<file path="config.mk">
export PLATFORM = sky130hd
export DESIGN_NAME = gpio_function_select_set_clear
export DESIGN_NICKNAME = d
export VERILOG_FILES = /design/src/hw/rtl/gfsc_pkg.sv /design/src/hw/rtl/gfsc_in_stage.sv /design/src/hw/rtl/gfsc_regfile.sv /design/src/hw/rtl/gpio_function_select_set_clear.sv
export SDC_FILE = /design/constraint.sdc
export NUM_CORES = 1
export LEC_CHECK = 0
export BUFFER_PORTS_ARGS = -buffer_cell sky130_fd_sc_hd__buf_2
export CAP_MARGIN = 20
export CORE_MARGIN = 8
export CORE_UTILIZATION = 25
export DETAILED_ROUTE_END_ITERATION = 10
export PLACE_DENSITY_LB_ADDON = 0.08
export SLEW_MARGIN = 0
export SYNTH_ARGS = -nofsm -noshare
export SYNTH_HDL_FRONTEND = slang
export SYNTH_SLANG_ARGS = --single-unit
</file>
<file path="constraint.sdc">
create_clock -name clk -period 5.6 [get_ports clk]
set_input_delay 0.28 -clock clk [delete_from_list [all_inputs] [get_ports clk]]
set_output_delay 0.28 -clock clk [all_outputs]
set_load 0.02 [all_outputs]
</file>
<file path="src/hw/rtl/gfsc_pkg.sv">
// Package for the GPIO function-select / set-clear register block.
// Holds the request type, word index codes, widths and the field mask helper.
// No dependencies; every RTL file of the block refers to it by scoped name.
`default_nettype none

package gfsc_pkg;

  localparam int PIN_COUNT_DEF = 54;
  localparam int MAX_PINS      = 64;

  localparam int DATA_W        = 32;
  localparam int IDX_W         = 6;
  localparam int LEVELS_HI_W   = 22;
  localparam int PULL_LO_W     = 64;
  localparam int PULL_HI_W     = 44;
  localparam int PULL_W        = 2;

  // Function select: ten 3-bit fields per word, six words.
  localparam int FSEL_CODE_W   = 3;
  localparam int FSEL_PER_WORD = 10;
  localparam int FSEL_WORDS    = 6;
  localparam int FSEL_W        = FSEL_CODE_W * FSEL_PER_WORD;
  localparam int FSEL_SEL_W    = $clog2(FSEL_WORDS);

  // Bus access kind.
  localparam logic OP_READ  = 1'b0;
  localparam logic OP_WRITE = 1'b1;

  // Register word indexes.
  localparam logic [IDX_W-1:0] WI_FSEL_FIRST = 6'd0;
  localparam logic [IDX_W-1:0] WI_FSEL_LAST  = 6'd5;
  localparam logic [IDX_W-1:0] WI_SET_LO     = 6'd7;
  localparam logic [IDX_W-1:0] WI_SET_HI     = 6'd8;
  localparam logic [IDX_W-1:0] WI_CLR_LO     = 6'd10;
  localparam logic [IDX_W-1:0] WI_CLR_HI     = 6'd11;
  localparam logic [IDX_W-1:0] WI_PULL       = 6'd37;
  localparam logic [IDX_W-1:0] WI_PCLK_LO    = 6'd38;
  localparam logic [IDX_W-1:0] WI_PCLK_HI    = 6'd39;

  typedef struct packed {
    logic              op;
    logic [IDX_W-1:0]  word_index;
    logic [DATA_W-1:0] write_data;
  } req_t;

  // Mask of the function-select fields of one word that belong to real pins.
  function automatic logic [FSEL_W-1:0] fsel_mask(input logic [FSEL_SEL_W-1:0] word,
                                                  input int pin_count);
    logic [FSEL_W-1:0] m;
    int                pin;
    m = '0;
    for (int k = 0; k < FSEL_PER_WORD; k++) begin
      pin = int'(word) * FSEL_PER_WORD + k;
      if (pin < pin_count) begin
        m[k*FSEL_CODE_W +: FSEL_CODE_W] = {FSEL_CODE_W{1'b1}};
      end
    end
    return m;
  endfunction

endpackage

`default_nettype wire

</file>
<file path="src/hw/rtl/gfsc_in_stage.sv">
// Input register of the GPIO register block: captures one bus request.
// Depends on gfsc_pkg for the request type.
`default_nettype none

module gfsc_in_stage (
  input  wire logic                          clk,
  input  wire logic                          rst_n,
  input  wire logic                          in_valid,
  input  wire logic                          in_stall,
  input  wire logic                          in_op,
  input  wire logic [gfsc_pkg::IDX_W-1:0]    in_word_index,
  input  wire logic [gfsc_pkg::DATA_W-1:0]   in_write_data,
  input  wire logic                          adv,
  output logic                               req_valid,
  output gfsc_pkg::req_t                     req
);

  logic           valid_r;
  logic           valid_nxt;
  gfsc_pkg::req_t req_r;
  logic           accept;

  assign accept = in_valid && !in_stall;

  always_comb begin
    valid_nxt = valid_r;
    if (accept) begin
      valid_nxt = 1'b1;
    end else if (adv) begin
      valid_nxt = 1'b0;
    end
  end

  always_ff @(posedge clk) begin
    if (!rst_n) begin
      valid_r <= 1'b0;
    end else begin
      valid_r <= valid_nxt;
    end
  end

  // Payload needs no reset; load only on an accepted request.
  always_ff @(posedge clk) begin
    if (accept) begin
      req_r.op         <= in_op;
      req_r.word_index <= in_word_index;
      req_r.write_data <= in_write_data;
    end
  end

  assign req_valid = valid_r;
  assign req       = req_r;

endmodule

`default_nettype wire

</file>
<file path="src/hw/rtl/gfsc_regfile.sv">
// Register file of the GPIO block: function select, output latch, pull control,
// pull clock and per-pin pull state, plus the registered read data.
// Depends on gfsc_pkg for the request type, word codes and field masks.
`default_nettype none

module gfsc_regfile #(
  parameter int PIN_COUNT = gfsc_pkg::PIN_COUNT_DEF
) (
  input  wire logic                                     clk,
  input  wire logic                                     rst_n,
  input  wire logic                                     adv,
  input  wire gfsc_pkg::req_t                           req,
  output logic [gfsc_pkg::DATA_W-1:0]                   read_data,
  output logic [gfsc_pkg::MAX_PINS-1:0]                 latch_ext,
  output logic [gfsc_pkg::PULL_W*gfsc_pkg::MAX_PINS-1:0] pull_ext
);

  localparam int PullVecW = gfsc_pkg::PULL_W * PIN_COUNT;
  localparam int HalfW    = gfsc_pkg::MAX_PINS / 2;

  logic [gfsc_pkg::FSEL_W-1:0]     fsel_r [gfsc_pkg::FSEL_WORDS];
  logic [PIN_COUNT-1:0]            latch_r, latch_nxt;
  logic [PIN_COUNT-1:0]            pclk_r, pclk_nxt;
  logic [gfsc_pkg::PULL_W-1:0]     ctrl_r, ctrl_nxt;
  logic [PullVecW-1:0]             pull_r, pull_nxt;
  logic [gfsc_pkg::DATA_W-1:0]     rdata_r, rdata_nxt;

  logic                            is_write;
  logic                            fsel_we;
  logic [gfsc_pkg::FSEL_SEL_W-1:0] fsel_sel;
  logic [gfsc_pkg::MAX_PINS-1:0]   data_lo, data_hi, pclk_wide;

  assign is_write  = (req.op == gfsc_pkg::OP_WRITE);
  assign fsel_sel  = req.word_index[gfsc_pkg::FSEL_SEL_W-1:0];
  assign data_lo   = {{HalfW{1'b0}}, req.write_data};
  assign data_hi   = {req.write_data, {HalfW{1'b0}}};
  assign pclk_wide = gfsc_pkg::MAX_PINS'(pclk_r);

  always_comb begin
    latch_nxt = latch_r;
    pclk_nxt  = pclk_r;
    ctrl_nxt  = ctrl_r;
    rdata_nxt = '0;
    fsel_we   = 1'b0;

    if (is_write) begin
      case (req.word_index) inside
        [gfsc_pkg::WI_FSEL_FIRST:gfsc_pkg::WI_FSEL_LAST]: fsel_we = 1'b1;
        gfsc_pkg::WI_SET_LO:  latch_nxt = latch_r | PIN_COUNT'(data_lo);
        gfsc_pkg::WI_SET_HI:  latch_nxt = latch_r | PIN_COUNT'(data_hi);
        gfsc_pkg::WI_CLR_LO:  latch_nxt = latch_r & ~PIN_COUNT'(data_lo);
        gfsc_pkg::WI_CLR_HI:  latch_nxt = latch_r & ~PIN_COUNT'(data_hi);
        gfsc_pkg::WI_PULL:    ctrl_nxt  = req.write_data[gfsc_pkg::PULL_W-1:0];
        gfsc_pkg::WI_PCLK_LO: pclk_nxt  = PIN_COUNT'({pclk_wide[gfsc_pkg::MAX_PINS-1:HalfW],
                                                      req.write_data});
        gfsc_pkg::WI_PCLK_HI: pclk_nxt  = PIN_COUNT'({req.write_data,
                                                      pclk_wide[HalfW-1:0]});
        default: ;
      endcase
    end else begin
      case (req.word_index) inside
        [gfsc_pkg::WI_FSEL_FIRST:gfsc_pkg::WI_FSEL_LAST]:
          rdata_nxt = gfsc_pkg::DATA_W'(fsel_r[fsel_sel]);
        gfsc_pkg::WI_PULL:    rdata_nxt = gfsc_pkg::DATA_W'(ctrl_r);
        gfsc_pkg::WI_PCLK_LO: rdata_nxt = pclk_wide[HalfW-1:0];
        gfsc_pkg::WI_PCLK_HI: rdata_nxt = pclk_wide[gfsc_pkg::MAX_PINS-1:HalfW];
        default: ;
      endcase
    end

    // Every clocked pin follows the pull value after the access.
    pull_nxt = pull_r;
    for (int p = 0; p < PIN_COUNT; p++) begin
      if (pclk_nxt[p]) begin
        pull_nxt[p*gfsc_pkg::PULL_W +: gfsc_pkg::PULL_W] = ctrl_nxt;
      end
    end
  end

  always_ff @(posedge clk) begin
    if (!rst_n) begin
      latch_r <= '0;
      pclk_r  <= '0;
      ctrl_r  <= '0;
      pull_r  <= '0;
      for (int w = 0; w < gfsc_pkg::FSEL_WORDS; w++) begin
        fsel_r[w] <= '0;
      end
    end else if (adv) begin
      latch_r <= latch_nxt;
      pclk_r  <= pclk_nxt;
      ctrl_r  <= ctrl_nxt;
      pull_r  <= pull_nxt;
      if (fsel_we) begin
        fsel_r[fsel_sel] <= req.write_data[gfsc_pkg::FSEL_W-1:0] &
                            gfsc_pkg::fsel_mask(fsel_sel, PIN_COUNT);
      end
    end
  end

  always_ff @(posedge clk) begin
    if (adv) begin
      rdata_r <= rdata_nxt;
    end
  end

  assign read_data = rdata_r;
  assign latch_ext = gfsc_pkg::MAX_PINS'(latch_r);
  assign pull_ext  = (gfsc_pkg::PULL_W * gfsc_pkg::MAX_PINS)'(pull_r);

endmodule

`default_nettype wire

</file>
<file path="src/hw/rtl/gpio_function_select_set_clear.sv">
// GPIO register block (function select, set/clear output latch, clocked pull).
// Throughput 1 request per cycle while out_stall is low; read data has no reset.
// One input register and one result register; the state updates as a request moves on.
// Synchronous active-low reset clears valids and state; levels and pull states read 0.
// Depends on gfsc_pkg, gfsc_in_stage and gfsc_regfile.
`default_nettype none

module gpio_function_select_set_clear #(
  parameter int PIN_COUNT = gfsc_pkg::PIN_COUNT_DEF
) (
  input  wire logic                              clk,
  input  wire logic                              rst_n,
  // Request channel: one bus access.
  input  wire logic                              in_valid,
  output logic                                   in_stall,
  input  wire logic                              in_op,
  input  wire logic [gfsc_pkg::IDX_W-1:0]        in_word_index,
  input  wire logic [gfsc_pkg::DATA_W-1:0]       in_write_data,
  // Result channel: read data plus the pin-facing state after the access.
  output logic                                   out_valid,
  input  wire logic                              out_stall,
  output logic [gfsc_pkg::DATA_W-1:0]            out_read_data,
  output logic [gfsc_pkg::DATA_W-1:0]            out_levels_lo,
  output logic [gfsc_pkg::LEVELS_HI_W-1:0]       out_levels_hi,
  output logic [gfsc_pkg::PULL_LO_W-1:0]         out_pull_state_lo,
  output logic [gfsc_pkg::PULL_HI_W-1:0]         out_pull_state_hi
);

  localparam int HalfW = gfsc_pkg::MAX_PINS / 2;

  logic                                           req_valid;
  gfsc_pkg::req_t                                 req;
  logic                                           out_valid_r;
  logic                                           out_valid_nxt;
  logic                                           out_free;
  logic                                           adv;
  logic [gfsc_pkg::MAX_PINS-1:0]                  latch_ext;
  logic [gfsc_pkg::PULL_W*gfsc_pkg::MAX_PINS-1:0] pull_ext;

  // The result slot is free when empty or being taken this cycle.
  assign out_free = !out_valid_r || !out_stall;
  // Advance the held request into the result slot whenever there is room.
  assign adv      = req_valid && out_free;
  // Stall only when the input register is full and cannot advance.
  assign in_stall = req_valid && !out_free;

  gfsc_in_stage u_in_stage (
    .clk           (clk),
    .rst_n         (rst_n),
    .in_valid      (in_valid),
    .in_stall      (in_stall),
    .in_op         (in_op),
    .in_word_index (in_word_index),
    .in_write_data (in_write_data),
    .adv           (adv),
    .req_valid     (req_valid),
    .req           (req)
  );

  // State registers double as the result register for the pin-facing fields:
  // they change only on an advance, which is exactly when a new result is shown.
  gfsc_regfile #(
    .PIN_COUNT (PIN_COUNT)
  ) u_regfile (
    .clk       (clk),
    .rst_n     (rst_n),
    .adv       (adv),
    .req       (req),
    .read_data (out_read_data),
    .latch_ext (latch_ext),
    .pull_ext  (pull_ext)
  );

  always_comb begin
    out_valid_nxt = out_valid_r;
    if (adv) begin
      out_valid_nxt = 1'b1;
    end else if (!out_stall) begin
      out_valid_nxt = 1'b0;
    end
  end

  always_ff @(posedge clk) begin
    if (!rst_n) begin
      out_valid_r <= 1'b0;
    end else begin
      out_valid_r <= out_valid_nxt;
    end
  end

  assign out_valid         = out_valid_r;
  // Drop latch and pull bits beyond the visible pin range.
  assign out_levels_lo     = latch_ext[HalfW-1:0];
  assign out_levels_hi     = latch_ext[HalfW +: gfsc_pkg::LEVELS_HI_W];
  assign out_pull_state_lo = pull_ext[gfsc_pkg::PULL_LO_W-1:0];
  assign out_pull_state_hi = pull_ext[gfsc_pkg::PULL_LO_W +: gfsc_pkg::PULL_HI_W];

endmodule

`default_nettype wire

</file>
==> out/results.txt <==
Crit path required time = 6.12 ns
Hold_sp = rst_n
CP delay by family, top = compound AO/OA/AOI/OAI gates
Crit. Startpoint = u_in_stage.req[38]
Worst reg-to-reg setup slack = 2.08 ns
CP Capture Type = flop
Reg2reg end = u_regfile.latch_r[16]
Hold endpoint = u_in_stage.req_valid
Number of nets in the layout = 2067
Top FF cell, synth = edfxtp_1
Worst path depth = 5
N_diodes = 0
Die W = 311 um
#FFs+latches synth = 534
DR vias/cell = 4.56
DP Cell Count = 3063
Peak supply drop = 0.215 mV
Maxcap violations = 0
Starting Density = 0.252
Worst r2r src = u_in_stage.req[38]
CP peak stage delay = 1.07 ns
Largest fanout on the critical path = 28
Fin crit share = 0.628
Clock Skews = 0.0320 ns
Initial antenna violation count = 2
Depth of the CTS H-tree = 2
Clock latency on the worst-skew pair = 0.64 ns
Clock transition at path regs = 0.06 ns
First-pass GRT wire length = 110000 um
Mapped Area = 21800 um^2
CP max-delay cell = a2111oi_4
Fraction of registers with async set/reset = 0
CTS Buf Count = 61
Post-cts sizing count = 0
Cells after Synth = 1765
GRT overflow = 0
Total GRT Usage = 0.152
WP buf/inv = 1
Final Max Slew Viols = 0
Critical Path AT = 4.04 ns
Share of layout cells above drive strength 1 = 0.232
Post-Syn Area per Cell = 12.4 um^2
Remaining design rule violation count = 0
Worst hold-check path type = primary input to flop
Postcts setup bufs = 0
Max-slew headroom = 0.269
Crit path cell chain = nand2_1, a2111oi_4, buf_4, a21oi_1, a211oi_1
Post-synth EDFFs = 311
Ports = 239
RePlAce Congestion = 0.759
# rows = 108
CTS tree = yes
Total wire length = 76400 um
Non-Filler Instances = 3219
Total power = 8600 uW
R2R cell count = 5
Max clock buf depth = 3
Warning count from the yosys run = 0
Root Driver = clkbuf_16
Total number of vias = 14700
Mapped Nets = 1819
Die ar. = 96900 um^2
Final setup fails = 0
Sequential area share after synthesis = 0.633
Power Density = 323 nW/um^2
Initial DRC count = 971
Drt pass-1 iters = 7
Clock Sink Count = 534
Final hold violation count = 0
Core footprint = 86600 um^2
Crit Path Category = flop to flop
RSZ-0062 raised after global routing = false
Max Fclk = 284 MHz
Die Ht = 311 um
Layout area overhead = 22.1%
Worst Max-Slew Pin Slew = 1.10 ns
Final worst setup slack = 2.08 ns
Pre-CTS setup slack = 2.09 ns
Final setup TNS = 0 ns
Largest net degree at the start of global routing = 77
Worst setup SP type = flop
Port Buf Inserts = 238
Distinct cells, synth = 49
Worst hold stages = 2
Number of global-route vias before repair = 15200
Pleak = 0.00955 uW
Fin crit period = 3.52 ns
Utilization after layout = 0.307
Status = finished clean
Wirelength per Cell = 23.7 um
Hpwl dp = 50800 um
ANT nets after route = 0
[layout by cell type, fill, tap and decap left out, drive strengths merged, types with 13 or more instances in the layout]
cell type	netlist	layout
nand2	332	332
edfxtp	311	311
buf	34	283
dfxtp	223	223
nor2	163	163
mux2i	141	141
a21oi	113	113
clkbuf	105	86
mux4	60	60
a211oi	55	55
dlygate4sd3	0	41
inv	37	39
o2bb2ai	38	38
mux2	22	22
clkinv	0	22
a222oi	20	20
and2	17	17
nor3	17	17
nand3	13	13
[Yosys cell counts (3+ instances only)]
| master | n | area (um^2) |
|---|---|---|
| mux4_2 | 60 | 1350 |
| a2111oi_4 | 4 | 110 |
| dfxtp_1 | 223 | 4460 |
| buf_2 | 20 | 100 |
| nor2b_1 | 4 | 25.0 |
| o21ai_0 | 5 | 25.0 |
| o2111ai_1 | 3 | 26.3 |
| and2_1 | 15 | 93.8 |
| nor3_1 | 17 | 85.1 |
| o22ai_1 | 3 | 18.8 |
| edfxtp_1 | 311 | 9340 |
| nand3_1 | 13 | 65.1 |
| nor2_1 | 163 | 612 |
| and3_1 | 5 | 31.3 |
| mux2i_1 | 141 | 1410 |
| nand2_1 | 332 | 1250 |
| clkbuf_1 | 105 | 394 |
| a21oi_1 | 113 | 566 |
| buf_4 | 6 | 45.0 |
| xnor2_1 | 4 | 35.0 |
| a222oi_1 | 20 | 200 |
| mux2_2 | 22 | 248 |
| ha_1 | 11 | 138 |
| inv_1 | 37 | 139 |
| o2bb2ai_2 | 3 | 45.0 |
| a211oi_1 | 55 | 413 |
| o2bb2ai_1 | 35 | 307 |
| buf_1 | 6 | 22.5 |
[power by group]
group	total (uW)	switching (uW)	leakage (uW)	internal, uW
sequential	4310	95.6	0.00504	4220
clock	3850	1640	0.000928	2210
combinational	433	272	0.00359	161
[registers in the layout, indices dropped and copies added (netlist names), named ones only]
register / flops
u_regfile.fsel_r: 240
u_regfile.pull_r: 108
u_regfile.latch_r: 54
u_regfile.pclk_r: 54
u_in_stage.req: 39
u_regfile.read_data: 32
u_regfile.ctrl_r: 2
out_valid: 1
u_in_stage.req_valid: 1
[kinds of logic (layout without fill, tap and decap cells)]
kind of cell / count (synthesis) / after routing / share of synthesized area
DFF: 534 / 534 / 0.633
xor gates and xnor gates: 5 / 5 / 0.00201
and+or+nand+nor: 563 / 563 / 0.104
muxes: 223 / 223 / 0.138
buffers and inverters: 176 / 475 / 0.0332
AOI/OAI and AO/OA: 253 / 253 / 0.0832
adders and majority gates: 11 / 11 / 0.00631
[per-layer routing]
layer | global-route usage | vias to the layer above | wire length [um]
met3 | 0.0300 | 83 | 3660
met4 | 0.0339 | 0 | 1430
li1 | - | 6872 | -
met5 | 0 | - | 0
met1 | 0.190 | 7405 | 32800
met2 | 0.268 | 326 | 38500
[final cells by class]
class | instances | area, um^2
fill | 8824 | 60000
sequential | 534 | 13800
multi-input combinational | 1055 | 7370
timing repair buffer | 324 | 1950
clock buffer | 86 | 1670
tap | 1155 | 1450
clock inverter | 28 | 234
inverter | 37 | 141
[worst max-delay path by stage]
stage | to | slack, ns
2_1_floorplan | u_regfile.fsel_r[6][0] | 1.35
3_3_place_gp | u_regfile.fsel_r[5][12] | 2.00
3_5_place_dp | u_regfile.latch_r[14] | 2.09
4_1_cts | u_regfile.latch_r[14] | 2.09
5_1_grt | u_regfile.latch_r[10] | 1.80
6_report | u_regfile.latch_r[16] | 2.08
[through the flow]
step	hold WS (ns)	area [um^2]
after global routing	0.198	26600
after floorplan	0.379	21800
after CTS	0.169	26600
after global placement	0.445	24300
final	0.201	26600
after detailed placement	0.445	24300
[timing repair]
action / 4_1_cts / 5_1_grt
hold buffers: 41 / 0
endpoints found under the hold margin: 44 / 0
setup endpoints to repair: 0 / 0
(Power assumes the default switching activity.)
